### src/hdl/quoted_field_tokenizer_top_defines.svh
// ---------------------------------------------------------------------------
// Assertion macros for the quoted field tokenizer
// Shared property templates; every check is clocked on clock and held off
// while reset is high.
// ---------------------------------------------------------------------------
`ifndef QUOTED_FIELD_TOKENIZER_TOP_DEFINES_SVH
`define QUOTED_FIELD_TOKENIZER_TOP_DEFINES_SVH

// Same-cycle implication.
`define QFT_ASSERT_NOW(label, ante, cons, msg) \
   label: assert property (@(posedge clock) disable iff (reset) \
      (ante) |-> (cons)) else $error(msg);

// Implication checked in the cycle after the antecedent.
`define QFT_ASSERT_NEXT(label, ante, cons, msg) \
   label: assert property (@(posedge clock) disable iff (reset) \
      (ante) |=> (cons)) else $error(msg);

`endif

### src/hdl/qft_pkg.sv
// ---------------------------------------------------------------------------
// qft_pkg
// Types and constants shared by the quoted field tokenizer modules.
// ---------------------------------------------------------------------------
`default_nettype none

package qft_pkg;

   // Character codes
   localparam logic [7:0] CHAR_NUL    = 8'h00;
   localparam logic [7:0] CHAR_TAB    = 8'h09;
   localparam logic [7:0] CHAR_LF     = 8'h0A;
   localparam logic [7:0] CHAR_SPACE  = 8'h20;
   localparam logic [7:0] CHAR_DQUOTE = 8'h22;
   localparam logic [7:0] CHAR_SQUOTE = 8'h27;

   // Register map
   localparam int         CSR_ADDR_W    = 3;
   localparam logic       REG_EXTRA_SEP = 1'b0;
   localparam logic [7:0] SEP_RESET     = CHAR_SPACE;

   typedef enum logic [1:0] {
      MODE_BETWEEN,
      MODE_TOKEN,
      MODE_QUOTED,
      MODE_DISCARD
   } mode_type;

   typedef enum logic [1:0] {
      KIND_CHAR,
      KIND_END,
      KIND_LINE
   } kind_type;

   typedef struct packed {
      kind_type   kind;
      logic [7:0] payload;
      logic [4:0] token_number;
      logic       last;
   } rsp_item_type;

   // Results of one item as handed to the result queue.
   typedef struct packed {
      logic [1:0]   count;
      rsp_item_type item0;
      rsp_item_type item1;
   } scan_out_type;

   function automatic logic is_eol(input logic [7:0] c);
      return (c == CHAR_NUL) || (c == CHAR_LF);
   endfunction

   function automatic logic is_quote(input logic [7:0] c);
      return (c == CHAR_SQUOTE) || (c == CHAR_DQUOTE);
   endfunction

   function automatic logic is_sep(input logic [7:0] c, input logic [7:0] extra);
      return (c == CHAR_SPACE) || (c == CHAR_TAB) || (c == extra);
   endfunction

endpackage

`default_nettype wire

### src/hdl/qft_csr.sv
// ---------------------------------------------------------------------------
// qft_csr
// APB-style register port holding the extra separator character.
// ---------------------------------------------------------------------------
`default_nettype none

module qft_csr import qft_pkg::*; (
   input  wire logic                  clock,
   input  wire logic                  reset,
   input  wire logic                  csr_psel,
   input  wire logic                  csr_penable,
   input  wire logic                  csr_pwrite,
   input  wire logic [CSR_ADDR_W-1:0] csr_paddr,
   input  wire logic [31:0]           csr_pwdata,
   output logic      [31:0]           csr_prdata,
   output logic                       csr_pready,
   output logic      [7:0]            extra_sep
);

   logic [7:0] sep_ff;
   logic [7:0] sep_in;
   logic       reg_hit;

   assign reg_hit    = (csr_paddr[CSR_ADDR_W-1] == REG_EXTRA_SEP);
   assign csr_pready = 1'b1;

   always_comb begin
      sep_in = sep_ff;
      if (csr_psel && csr_penable && csr_pwrite && reg_hit) begin
         sep_in = csr_pwdata[7:0];
      end
   end

   always_ff @(posedge clock) begin
      if (reset) begin
         sep_ff <= SEP_RESET;
      end else begin
         sep_ff <= sep_in;
      end
   end

   assign csr_prdata = reg_hit ? {24'd0, sep_ff} : 32'd0;
   assign extra_sep  = sep_ff;

endmodule

`default_nettype wire

### src/hdl/qft_scan.sv
// ---------------------------------------------------------------------------
// qft_scan
// Input register and the per-character scan logic with its mode and count.
// ---------------------------------------------------------------------------
`default_nettype none

`include "quoted_field_tokenizer_top_defines.svh"

module qft_scan import qft_pkg::*; #(
   parameter int MAX_PARAMS = 32
) (
   input  wire logic       clock,
   input  wire logic       reset,
   input  wire logic       req_valid,
   output logic            req_ready,
   input  wire logic [7:0] req_text_char,
   input  wire logic [7:0] extra_sep,
   input  wire logic       room,
   output scan_out_type    scan_out
);

   localparam int           CW      = $clog2(MAX_PARAMS);
   localparam logic [CW-1:0] CNT_MAX = CW'(MAX_PARAMS - 1);

   logic          in_valid_ff, in_valid_in;
   logic [7:0]    in_char_ff;
   mode_type      mode_ff, mode_in;
   logic [CW-1:0] cnt_ff, cnt_in;
   logic          fire;
   logic [CW-1:0] cur;
   logic [CW+7:0] cnt_ext;
   logic [CW+7:0] cur_ext;
   logic [7:0]    line_count;
   rsp_item_type  line_item;
   rsp_item_type  item0, item1;
   logic [1:0]    nres;
   logic [7:0]    c;

   assign fire      = in_valid_ff && room;
   assign req_ready = !in_valid_ff || room;
   assign c         = in_char_ff;

   always_comb begin
      in_valid_in = in_valid_ff;
      if (req_valid && req_ready) begin
         in_valid_in = 1'b1;
      end else if (fire) begin
         in_valid_in = 1'b0;
      end
   end

   always_ff @(posedge clock) begin
      if (req_valid && req_ready) begin
         in_char_ff <= req_text_char;
      end
   end

   // Index of the parameter currently open, and the line-end result.
   assign cur        = (cnt_ff == '0) ? '0 : cnt_ff - CW'(1);
   assign cnt_ext    = {8'd0, cnt_ff};
   assign cur_ext    = {8'd0, cur};
   assign line_count = (cnt_ff == '0) ? 8'd1 : cnt_ext[7:0];

   always_comb begin
      line_item.kind         = KIND_LINE;
      line_item.payload      = line_count;
      line_item.token_number = cnt_ext[4:0];
      line_item.last         = 1'b1;
   end

   always_comb begin
      mode_in = mode_ff;
      cnt_in  = cnt_ff;
      nres    = 2'd0;
      item0   = line_item;
      item1   = line_item;
      unique case (mode_ff)
         MODE_BETWEEN: begin
            // NUL ends the line even when it is the extra separator, while a
            // newline that is the extra separator is skipped here.
            if ((c == CHAR_NUL) || (is_eol(c) && !is_sep(c, extra_sep))) begin
               nres    = 2'd1;
               mode_in = MODE_BETWEEN;
               cnt_in  = '0;
            end else if (is_sep(c, extra_sep)) begin
               nres = 2'd0;
            end else if (cnt_ff >= CNT_MAX) begin
               mode_in = MODE_DISCARD;
            end else begin
               cnt_in = cnt_ff + CW'(1);
               if (is_quote(c)) begin
                  mode_in = MODE_QUOTED;
               end else begin
                  mode_in            = MODE_TOKEN;
                  nres               = 2'd1;
                  item0.kind         = KIND_CHAR;
                  item0.payload      = c;
                  item0.token_number = cnt_ext[4:0];
                  item0.last         = 1'b1;
               end
            end
         end
         MODE_TOKEN, MODE_QUOTED: begin
            if (is_eol(c)) begin
               nres               = 2'd2;
               item0.kind         = KIND_END;
               item0.payload      = 8'd0;
               item0.token_number = cur_ext[4:0];
               item0.last         = 1'b0;
               mode_in            = MODE_BETWEEN;
               cnt_in             = '0;
            end else if ((mode_ff == MODE_TOKEN) && is_sep(c, extra_sep)) begin
               nres               = 2'd1;
               item0.kind         = KIND_END;
               item0.payload      = 8'd0;
               item0.token_number = cur_ext[4:0];
               item0.last         = 1'b1;
               mode_in            = MODE_BETWEEN;
            end else if (is_quote(c)) begin
               mode_in = (mode_ff == MODE_TOKEN) ? MODE_QUOTED : MODE_TOKEN;
            end else begin
               nres               = 2'd1;
               item0.kind         = KIND_CHAR;
               item0.payload      = c;
               item0.token_number = cur_ext[4:0];
               item0.last         = 1'b1;
            end
         end
         MODE_DISCARD: begin
            if (is_eol(c)) begin
               nres    = 2'd1;
               mode_in = MODE_BETWEEN;
               cnt_in  = '0;
            end
         end
      endcase
   end

   always_ff @(posedge clock) begin
      if (reset) begin
         in_valid_ff <= 1'b0;
         mode_ff     <= MODE_BETWEEN;
         cnt_ff      <= '0;
      end else begin
         in_valid_ff <= in_valid_in;
         if (fire) begin
            mode_ff <= mode_in;
            cnt_ff  <= cnt_in;
         end
      end
   end

   always_comb begin
      scan_out.count = fire ? nres : 2'd0;
      scan_out.item0 = item0;
      scan_out.item1 = item1;
   end

   `QFT_ASSERT_NOW(a_cnt_bound, 1'b1, cnt_ff <= CNT_MAX, "parameter count over limit")
   `QFT_ASSERT_NOW(a_discard_full, mode_ff == MODE_DISCARD, cnt_ff == CNT_MAX, "discard below limit")
   `QFT_ASSERT_NOW(a_open_has_cnt, mode_ff == MODE_TOKEN || mode_ff == MODE_QUOTED, cnt_ff != '0, "open parameter with zero count")
   `QFT_ASSERT_NEXT(a_line_clears, fire && mode_ff != MODE_BETWEEN && is_eol(c), cnt_ff == '0 && mode_ff == MODE_BETWEEN, "line end left state")

endmodule

`default_nettype wire

### src/hdl/qft_rsp_fifo.sv
// ---------------------------------------------------------------------------
// qft_rsp_fifo
// Four-entry result queue taking up to two results per cycle, one out.
// ---------------------------------------------------------------------------
`default_nettype none

`include "quoted_field_tokenizer_top_defines.svh"

module qft_rsp_fifo import qft_pkg::*; (
   input  wire logic         clock,
   input  wire logic         reset,
   input  wire scan_out_type scan_out,
   output logic              room,
   output logic              rsp_valid,
   input  wire logic         rsp_ready,
   output rsp_item_type      rsp_item
);

   rsp_item_type entry_ff [4];
   logic [1:0]   wr_ff, wr_in;
   logic [1:0]   rd_ff, rd_in;
   logic [2:0]   count_ff, count_in;
   logic         pop;
   logic [1:0]   wr_next;

   assign room      = (count_ff <= 3'd2);
   assign rsp_valid = (count_ff != 3'd0);
   assign pop       = rsp_valid && rsp_ready;
   assign rsp_item  = entry_ff[rd_ff];
   assign wr_next   = wr_ff + 2'd1;

   always_comb begin
      wr_in    = wr_ff + scan_out.count;
      rd_in    = pop ? rd_ff + 2'd1 : rd_ff;
      count_in = count_ff + {1'b0, scan_out.count} - {2'd0, pop};
   end

   always_ff @(posedge clock) begin
      if (scan_out.count != 2'd0) begin
         entry_ff[wr_ff] <= scan_out.item0;
      end
      if (scan_out.count == 2'd2) begin
         entry_ff[wr_next] <= scan_out.item1;
      end
   end

   always_ff @(posedge clock) begin
      if (reset) begin
         wr_ff    <= 2'd0;
         rd_ff    <= 2'd0;
         count_ff <= 3'd0;
      end else begin
         wr_ff    <= wr_in;
         rd_ff    <= rd_in;
         count_ff <= count_in;
      end
   end

   `QFT_ASSERT_NOW(a_count_bound, 1'b1, count_ff <= 3'd4, "result queue overfilled")
   `QFT_ASSERT_NOW(a_push_room, scan_out.count != 2'd0, room, "push without room")
   `QFT_ASSERT_NEXT(a_pop_drains, pop && scan_out.count == 2'd0, count_ff == $past(count_ff) - 3'd1, "pop did not drain")

endmodule

`default_nettype wire

### src/hdl/quoted_field_tokenizer_top.sv
// ---------------------------------------------------------------------------
// quoted_field_tokenizer_top
// Splits a character stream into quoted-aware parameters, one character in.
// ---------------------------------------------------------------------------
//   Port group  Direction  Carries
//   req_*       in         one text character per item
//   rsp_*       out        kind, payload, token number, last flag per item
//   csr_*       in/out     extra separator register, APB-style
//
// A character is taken every cycle while the result queue has room; its results are
// written to the queue, which drives rsp_valid. A newline or NUL inside a parameter
// gives two results, which the single output port hands out in turn; the four-entry
// result queue sets when input stalls (it needs room for two results to retire an
// item). Reset clears the mode, the parameter count and the queue, and sets the
// extra separator to a space. rsp_ready low fills the queue and stalls input.
// ---------------------------------------------------------------------------
`default_nettype none

module quoted_field_tokenizer_top import qft_pkg::*; #(
   parameter int MAX_PARAMS = 32
) (
   input  wire logic                  clock,
   input  wire logic                  reset,
   input  wire logic                  req_valid,
   output logic                       req_ready,
   input  wire logic [7:0]            req_text_char,
   output logic                       rsp_valid,
   input  wire logic                  rsp_ready,
   output logic      [1:0]            rsp_kind,
   output logic      [7:0]            rsp_payload,
   output logic      [4:0]            rsp_token_number,
   output logic                       rsp_last,
   input  wire logic                  csr_psel,
   input  wire logic                  csr_penable,
   input  wire logic                  csr_pwrite,
   input  wire logic [CSR_ADDR_W-1:0] csr_paddr,
   input  wire logic [31:0]           csr_pwdata,
   output logic      [31:0]           csr_prdata,
   output logic                       csr_pready
);

   logic         [7:0] extra_sep;
   logic               room;
   scan_out_type       scan_out;
   rsp_item_type       rsp_item;

   qft_csr u_csr (
      .clock       (clock),
      .reset       (reset),
      .csr_psel    (csr_psel),
      .csr_penable (csr_penable),
      .csr_pwrite  (csr_pwrite),
      .csr_paddr   (csr_paddr),
      .csr_pwdata  (csr_pwdata),
      .csr_prdata  (csr_prdata),
      .csr_pready  (csr_pready),
      .extra_sep   (extra_sep)
   );

   qft_scan #(.MAX_PARAMS(MAX_PARAMS)) u_scan (
      .clock         (clock),
      .reset         (reset),
      .req_valid     (req_valid),
      .req_ready     (req_ready),
      .req_text_char (req_text_char),
      .extra_sep     (extra_sep),
      .room          (room),
      .scan_out      (scan_out)
   );

   qft_rsp_fifo u_rsp_fifo (
      .clock     (clock),
      .reset     (reset),
      .scan_out  (scan_out),
      .room      (room),
      .rsp_valid (rsp_valid),
      .rsp_ready (rsp_ready),
      .rsp_item  (rsp_item)
   );

   assign rsp_kind         = rsp_item.kind;
   assign rsp_payload      = rsp_item.payload;
   assign rsp_token_number = rsp_item.token_number;
   assign rsp_last         = rsp_item.last;

endmodule

`default_nettype wire
### config.mk
export PLATFORM = sky130hd
export DESIGN_NAME = quoted_field_tokenizer_top
export DESIGN_NICKNAME = d
export VERILOG_FILES = /design/src/hdl/qft_pkg.sv /design/src/hdl/qft_csr.sv /design/src/hdl/qft_scan.sv /design/src/hdl/qft_rsp_fifo.sv /design/src/hdl/quoted_field_tokenizer_top.sv
export VERILOG_INCLUDE_DIRS = /design/src /design/src/hdl
export SDC_FILE = /design/constraint.sdc
export NUM_CORES = 1
export LEC_CHECK = 0
export ABC_CLOCK_PERIOD_IN_PS = 6500
export BUFFER_PORTS_ARGS = -buffer_cell sky130_fd_sc_hd__buf_4
export CORE_UTILIZATION = 60
export DETAILED_ROUTE_END_ITERATION = 6
export PLACE_DENSITY = 0.85
export SLEW_MARGIN = 10
export SYNTH_ARGS = -nofsm -noshare
export SYNTH_HDL_FRONTEND = slang
export SYNTH_SLANG_ARGS = --single-unit
### constraint.sdc
create_clock -name clock -period 6.5 [get_ports clock]
set_input_delay 0.65 -clock clock [delete_from_list [all_inputs] [get_ports clock]]
set_output_delay 0.65 -clock clock [all_outputs]
set_load 0.02 [all_outputs]
==> results of run 1 <==
-- critical path: stages, from the launching register on --
cell and delay, ns:
edfxtp_1 0.47, or3_1 0.45, or3_4 0.36, o22a_1 0.29, o21ai_2 0.30, a21oi_4 0.11
a21boi_2 0.66, nand2b_1 0.44, nand2_1 0.43
-- state kept, by name, summed over array words and instances, names as in the netlist, named ones only --
signal	count
u_scan.c	8
u_rsp_fifo.count_ff	3
u_csr.extra_sep	8
u_scan.cnt_ff	5
u_scan.in_valid_ff	1
u_rsp_fifo.rd_ff	2
u_rsp_fifo.wr_ff	2
u_rsp_fifo.entry_ff	64
u_scan.mode_ff	2
-- report_power, final --
group / switching (mW) / internal [mW] / total, mW / leakage, nW
logic: 0.353 / 0.283 / 0.636 / 1.40
registers: 0.0915 / 0.727 / 0.819 / 0.862
clock network: 0.211 / 0.141 / 0.352 / 0.0933
total: 0.655 / 1.15 / 1.81 / 2.35
-- per-stage QoR --
step	cells	power (mW)	utilization (%)	instance area, um2
after floorplan	534	1.29	-	5480
after global placement	640	1.44	65.2	5690
after detailed placement	640	1.46	65.2	5690
after CTS	656	1.81	67.2	5860
after global routing	656	1.89	67.2	5860
final	656	1.81	67.2	5860
-- final cells by class --
class	instances	area, um2
fill	663	2860
multi-input combinational	378	2730
sequential	97	2420
timing repair buffer	49	368
tap	108	135
clock buffer	10	128
clock inverter	6	40.0
inverter	8	30.0
-- kinds of logic (layout without fill, tap and decap cells) --
kind of cell               after synthesis  in the layout  share of synthesized area (%)
buffers and inverters                   59             73                           6.05
DFF                                     97             97                           44.9
and+or+nand+nor                        175            175                           17.0
adders and majority gates               11             11                           2.69
xor gates and xnor gates                18             18                           2.92
other                                    2             25                          0.139
AOI/OAI and AO/OA                      114            114                           16.1
muxes                                   35             35                           10.2
-- path summary, 6_finish.rpt --
kind	start	to	slack (ns)	depth (start not counted)
worst max-delay path	u_scan.c[4]	u_rsp_fifo.entry_ff[1][9]	2.61	8
worst min-delay path	req_text_char[0]	u_scan.c[0]	0.46	1
worst max register to register	u_scan.c[4]	u_rsp_fifo.entry_ff[1][9]	2.61	8
worst min register to register	u_rsp_fifo.entry_ff[3][0]	u_rsp_fifo.entry_ff[3][0]	0.48	2
-- cells in the final DEF (no fill, tap or decap), types with 15 or more instances in the layout --
| cell type | n |
|---|---|
| dfxtp_1 | 49 |
| buf_4 | 49 |
| nor2_1 | 48 |
| edfxtp_1 | 48 |
| nand2_1 | 45 |
| conb_1 | 25 |
| a21oi_1 | 24 |
| mux2i_1 | 19 |
| a22o_1 | 19 |
| mux4_2 | 16 |
| nor2b_1 | 15 |
-- metal layers --
| metal | part of all wire [%] | GRT usage, % | vias to the layer above |
|---|---|---|---|
| met4 | 1.5 | 10.7 | 0 |
| met5 | 0 | 0 | - |
| li1 | - | - | 1908 |
| met1 | 41 | 32.7 | 1948 |
| met2 | 50 | 42.5 | 217 |
| met3 | 7.3 | 4.77 | 23 |
==> flow_summary.json, run 1 <==
{
  "relSlewSlack_pct": 26.5,
  "syn2layout_area_growth_pct": 8.53,
  "ys.warnings.count": 0,
  "netlist_area_um2": 5400,
  "hold_path.class": "in -> reg",
  "worst_pin_slew_ns": 1.10,
  "htreeDepth": 3,
  "yosysMostFrequentCell": "dfxtp_1",
  "routedWlPerCell_um": 18.1,
  "synthDistinctLibCells": 66,
  "cap_violations": 0,
  "drive_gt1_share_pct": 19.5,
  "fin_crit_ns": 3.89,
  "final_nets": 604,
  "numClockSinks": 97,
  "hold_buffers": 0,
  "fp.dieH_um": 96.8,
  "start_util_pct": 61.9,
  "p_leak_nw": 2.35,
  "die_width_um": 96.8,
  "synth-seq-area-share_pct": 44.9,
  "viasPerCell": 6.24,
  "drcViolationCount": 0,
  "startpoint_type": "flip-flop",
  "io_buffer_count": 49,
  "peakVddDrop_mv": 0.167,
  "cts-buffers-inserted": 9,
  "critPathKind": "reg -> reg",
  "critPathArrivalTime_ns": 3.88,
  "synth_edf_count": 48,
  "async_flop_share_pct": 0,
  "synth_common_cells": "49 x dfxtp_1, 48 x edfxtp_1, 48 x nor2_1, 45 x nand2_1, 25 x buf_4",
  "place_ws_ns": 2.72,
  "worst_ep_required_time_ns": 6.49,
  "die_area_um2": 9380,
  "p_per_area_nw_per_um2": 309,
  "first_iter_violations": 359,
  "ys_seq_elements": 97,
  "clock.fmax_mhz": 257,
  "grt_max_degree": 25,
  "synth_area_leaders": "edfxtp_1 27%, dfxtp_1 18%, mux4_2 6.7%, mux2i_1 3.5%, buf_4 3.5%",
  "grt_pass1_wl_um": 19000,
  "synth.avg_cell_area_um2": 10.6,
  "grt_pass1_vias": 3750,
  "drt-pass1-iter-count": 5,
  "setup_viol": 0,
  "crit_path_end_kind": "flip-flop",
  "overflow": 0,
  "antenna_found_initial": 0,
  "io_pins": 101,
  "cts_tree": "done",
  "rows": 34,
  "fin_setup_tns_ns": 0,
  "core_area_um2": 8720,
  "ys.flop_type": "dfxtp_1",
  "gp_congestion": 0.900,
  "skew_ns": 0.0128,
  "clkLatencyLatePin_ns": 0.37,
  "syn_inst": 511,
  "hold_violations": 0,
  "yosys.area.top_type": "edfxtp_1",
  "timing.final.ws_setup_ns": 2.61,
  "rsz0062_at_grt": "false",
  "root_buffer": "clkbuf_8",
  "vias": 4096,
  "ant_nets": 0,
  "clk_pin_slew_ns": 0.09,
  "diodes": 0,
  "status": "finished clean",
  "whs_ns": 0.464,
  "post_cts_buffers": 0,
  "drv_slew": 0,
  "cts-resized-gates": 0,
  "cp_max_fo": 12,
  "yosysTopAreaCellShare_pct": 26.7,
  "hpwl_um": 8650,
  "min_period_over_period_pct": 59.8,
  "grt_usage_pct": 25.5,
  "clockBufferDepth": 2,
  "routed_wl_um": 11900
}
Note: power is estimated with default switching activity, not from simulation.
==> run 2, diff against run 1 <==
- ABC_CLOCK_PERIOD_IN_PS: 6500 -> 3700
- CORE_UTILIZATION: 60 -> 56
- PLACE_DENSITY: 0.85 -> 0.8
- clock period: 6.5 -> 3.7 ns (I/O delays scaled with it)
==> run 2 against run 1 <==
Effect of this change: clock skew about the same; sequential share of layout area is 1.0 points lower; wire length increased by 2.2%; critical path depth rose by 1; highest routed layer unchanged; setup slack got worse by 2.3 ns; clock power increased by 99%; first-iteration DRC count rose by 4.2%; core utilization fell by 2.5 points; die area grew 7.0%; non-clock buffer count rose by 11; final area up 2.5%; combinational power increased by 86%.
==> flow_summary.json, run 2 (synthesized netlist as in run 1, its figures left out) <==
{
  "p_per_area_nw_per_um2": 546,
  "cp_max_fo": 10,
  "cap_violations": 0,
  "fin_setup_tns_ns": 0,
  "fin_crit_ns": 3.37,
  "clk_pin_slew_ns": 0.09,
  "first_iter_violations": 374,
  "design_area_um2": 6000,
  "die_area_um2": 10000,
  "fp.dieH_um": 100,
  "syn2layout_area_growth_pct": 11.2,
  "cts-resized-gates": 0,
  "grt_pass1_wl_um": 20500,
  "hpwl_um": 8910,
  "diodes": 0,
  "worst_ep_required_time_ns": 3.69,
  "skew_ns": 0.0129,
  "peakVddDrop_mv": 0.229,
  "hold_violations": 0,
  "numClockSinks": 97,
  "hold_path.class": "in -> reg",
  "status": "finished clean",
  "overflow": 0,
  "critPathArrivalTime_ns": 3.36,
  "gp_congestion": 0.907,
  "cts_tree": "done",
  "clockBufferDepth": 2,
  "grt_pass1_vias": 4047,
  "min_period_over_period_pct": 91.1,
  "drive_gt1_share_pct": 21.5,
  "p_leak_nw": 2.42,
  "utilization_pct": 64.6,
  "worst_pin_slew_ns": 0.776,
  "htreeDepth": 3,
  "start_util_pct": 58.1,
  "rows": 35,
  "holdPathStages": 1,
  "grt_usage_pct": 26.3,
  "setup_viol": 0,
  "wl_met1_um": 5010,
  "top_register": "u_rsp_fifo.entry_ff",
  "io_buffer_count": 49,
  "largest_reg_flops": 64,
  "final_nets": 615,
  "grt_max_degree": 25,
  "rsz0062_at_grt": "false",
  "startpoint_type": "flip-flop",
  "post_cts_buffers": 0,
  "core_area_um2": 9280,
  "whs_ns": 0.176,
  "cts-buffers-inserted": 9,
  "relSlewSlack_pct": 48.2,
  "hold_buffers": 0,
  "placed_cell_area_um2": 5800,
  "clkLatencyLatePin_ns": 0.37,
  "vias": 4155,
  "route.met3.wl_um": 893,
  "critPathKind": "reg -> reg",
  "antenna_found_initial": 0,
  "drt-pass1-iter-count": 5,
  "viasPerCell": 6.04,
  "clock.fmax_mhz": 297,
  "ant_nets": 0,
  "crit_path_end_kind": "flip-flop",
  "power_mw": 3.28,
  "die_width_um": 100,
  "drv_slew": 0,
  "routed_wl_um": 12200,
  "root_buffer": "clkbuf_8",
  "final_common_cell": "buf_4",
  "top_layer": "met4",
  "wl_met2_um": 6020,
  "routedWlPerCell_um": 17.7,
  "mostFrequentLayoutCells": "60 x buf_4, 49 x dfxtp_1, 48 x nor2_1, 48 x edfxtp_1, 45 x nand2_1",
  "rr_worst_depth": 9,
  "drcViolationCount": 0,
  "io_pins": 101
}
## run 2: power by group
part	total [mW]	switching, mW	internal (mW)
registers	1.40	0.123	1.28
logic	1.18	0.666	0.510
clock network	0.699	0.385	0.314
total	3.28	1.17	2.10
## run 2: final cells by class
| cell class | instances | area (um2) |
|---|---|---|
| Fill cell | 760 | 3280 |
| Inverter | 8 | 30.0 |
| Multi-Input combinational cell | 378 | 2730 |
| Clock buffer | 11 | 163 |
| Timing Repair Buffer | 60 | 450 |
| Tap cell | 129 | 161 |
| Clock inverter | 5 | 41.3 |
| Sequential cell | 97 | 2420 |
## run 2: metal layers
metal  track usage (%)  up-vias
met1              33.6     1999
li1                  -     1925
met5                 0        -
met3              4.74       29
met4              10.0        0
met2              44.6      202
## run 2: through the flow
stage                     setup WS, ns  instances
after floorplan                  0.728        534
after global placement           0.438        672
after detailed placement         0.403        672
after CTS                        0.368        688
after global routing             0.115        688
final                            0.331        688
## run 2: worst max-delay path: stages, from the launching register on
cell	delay, ns
dfxtp_1	0.39
inv_1	0.09
ha_1	0.29
nor3b_1	0.30
nand4_1	0.15
and3_1	0.22
o221ai_2	0.24
nand2_1	0.18
a21oi_2	0.62
nand2_1	0.50
## run 2: path summary, 6_finish.rpt
check,startpoint,endpoint,slack [ns]
max,u_scan.mode_ff[1],u_rsp_fifo.entry_ff[0][10],0.33
min,req_text_char[6],u_scan.c[6],0.18
max reg2reg,u_scan.mode_ff[1],u_rsp_fifo.entry_ff[0][10],0.33
min reg2reg,u_rsp_fifo.entry_ff[2][0],u_rsp_fifo.entry_ff[2][0],0.49
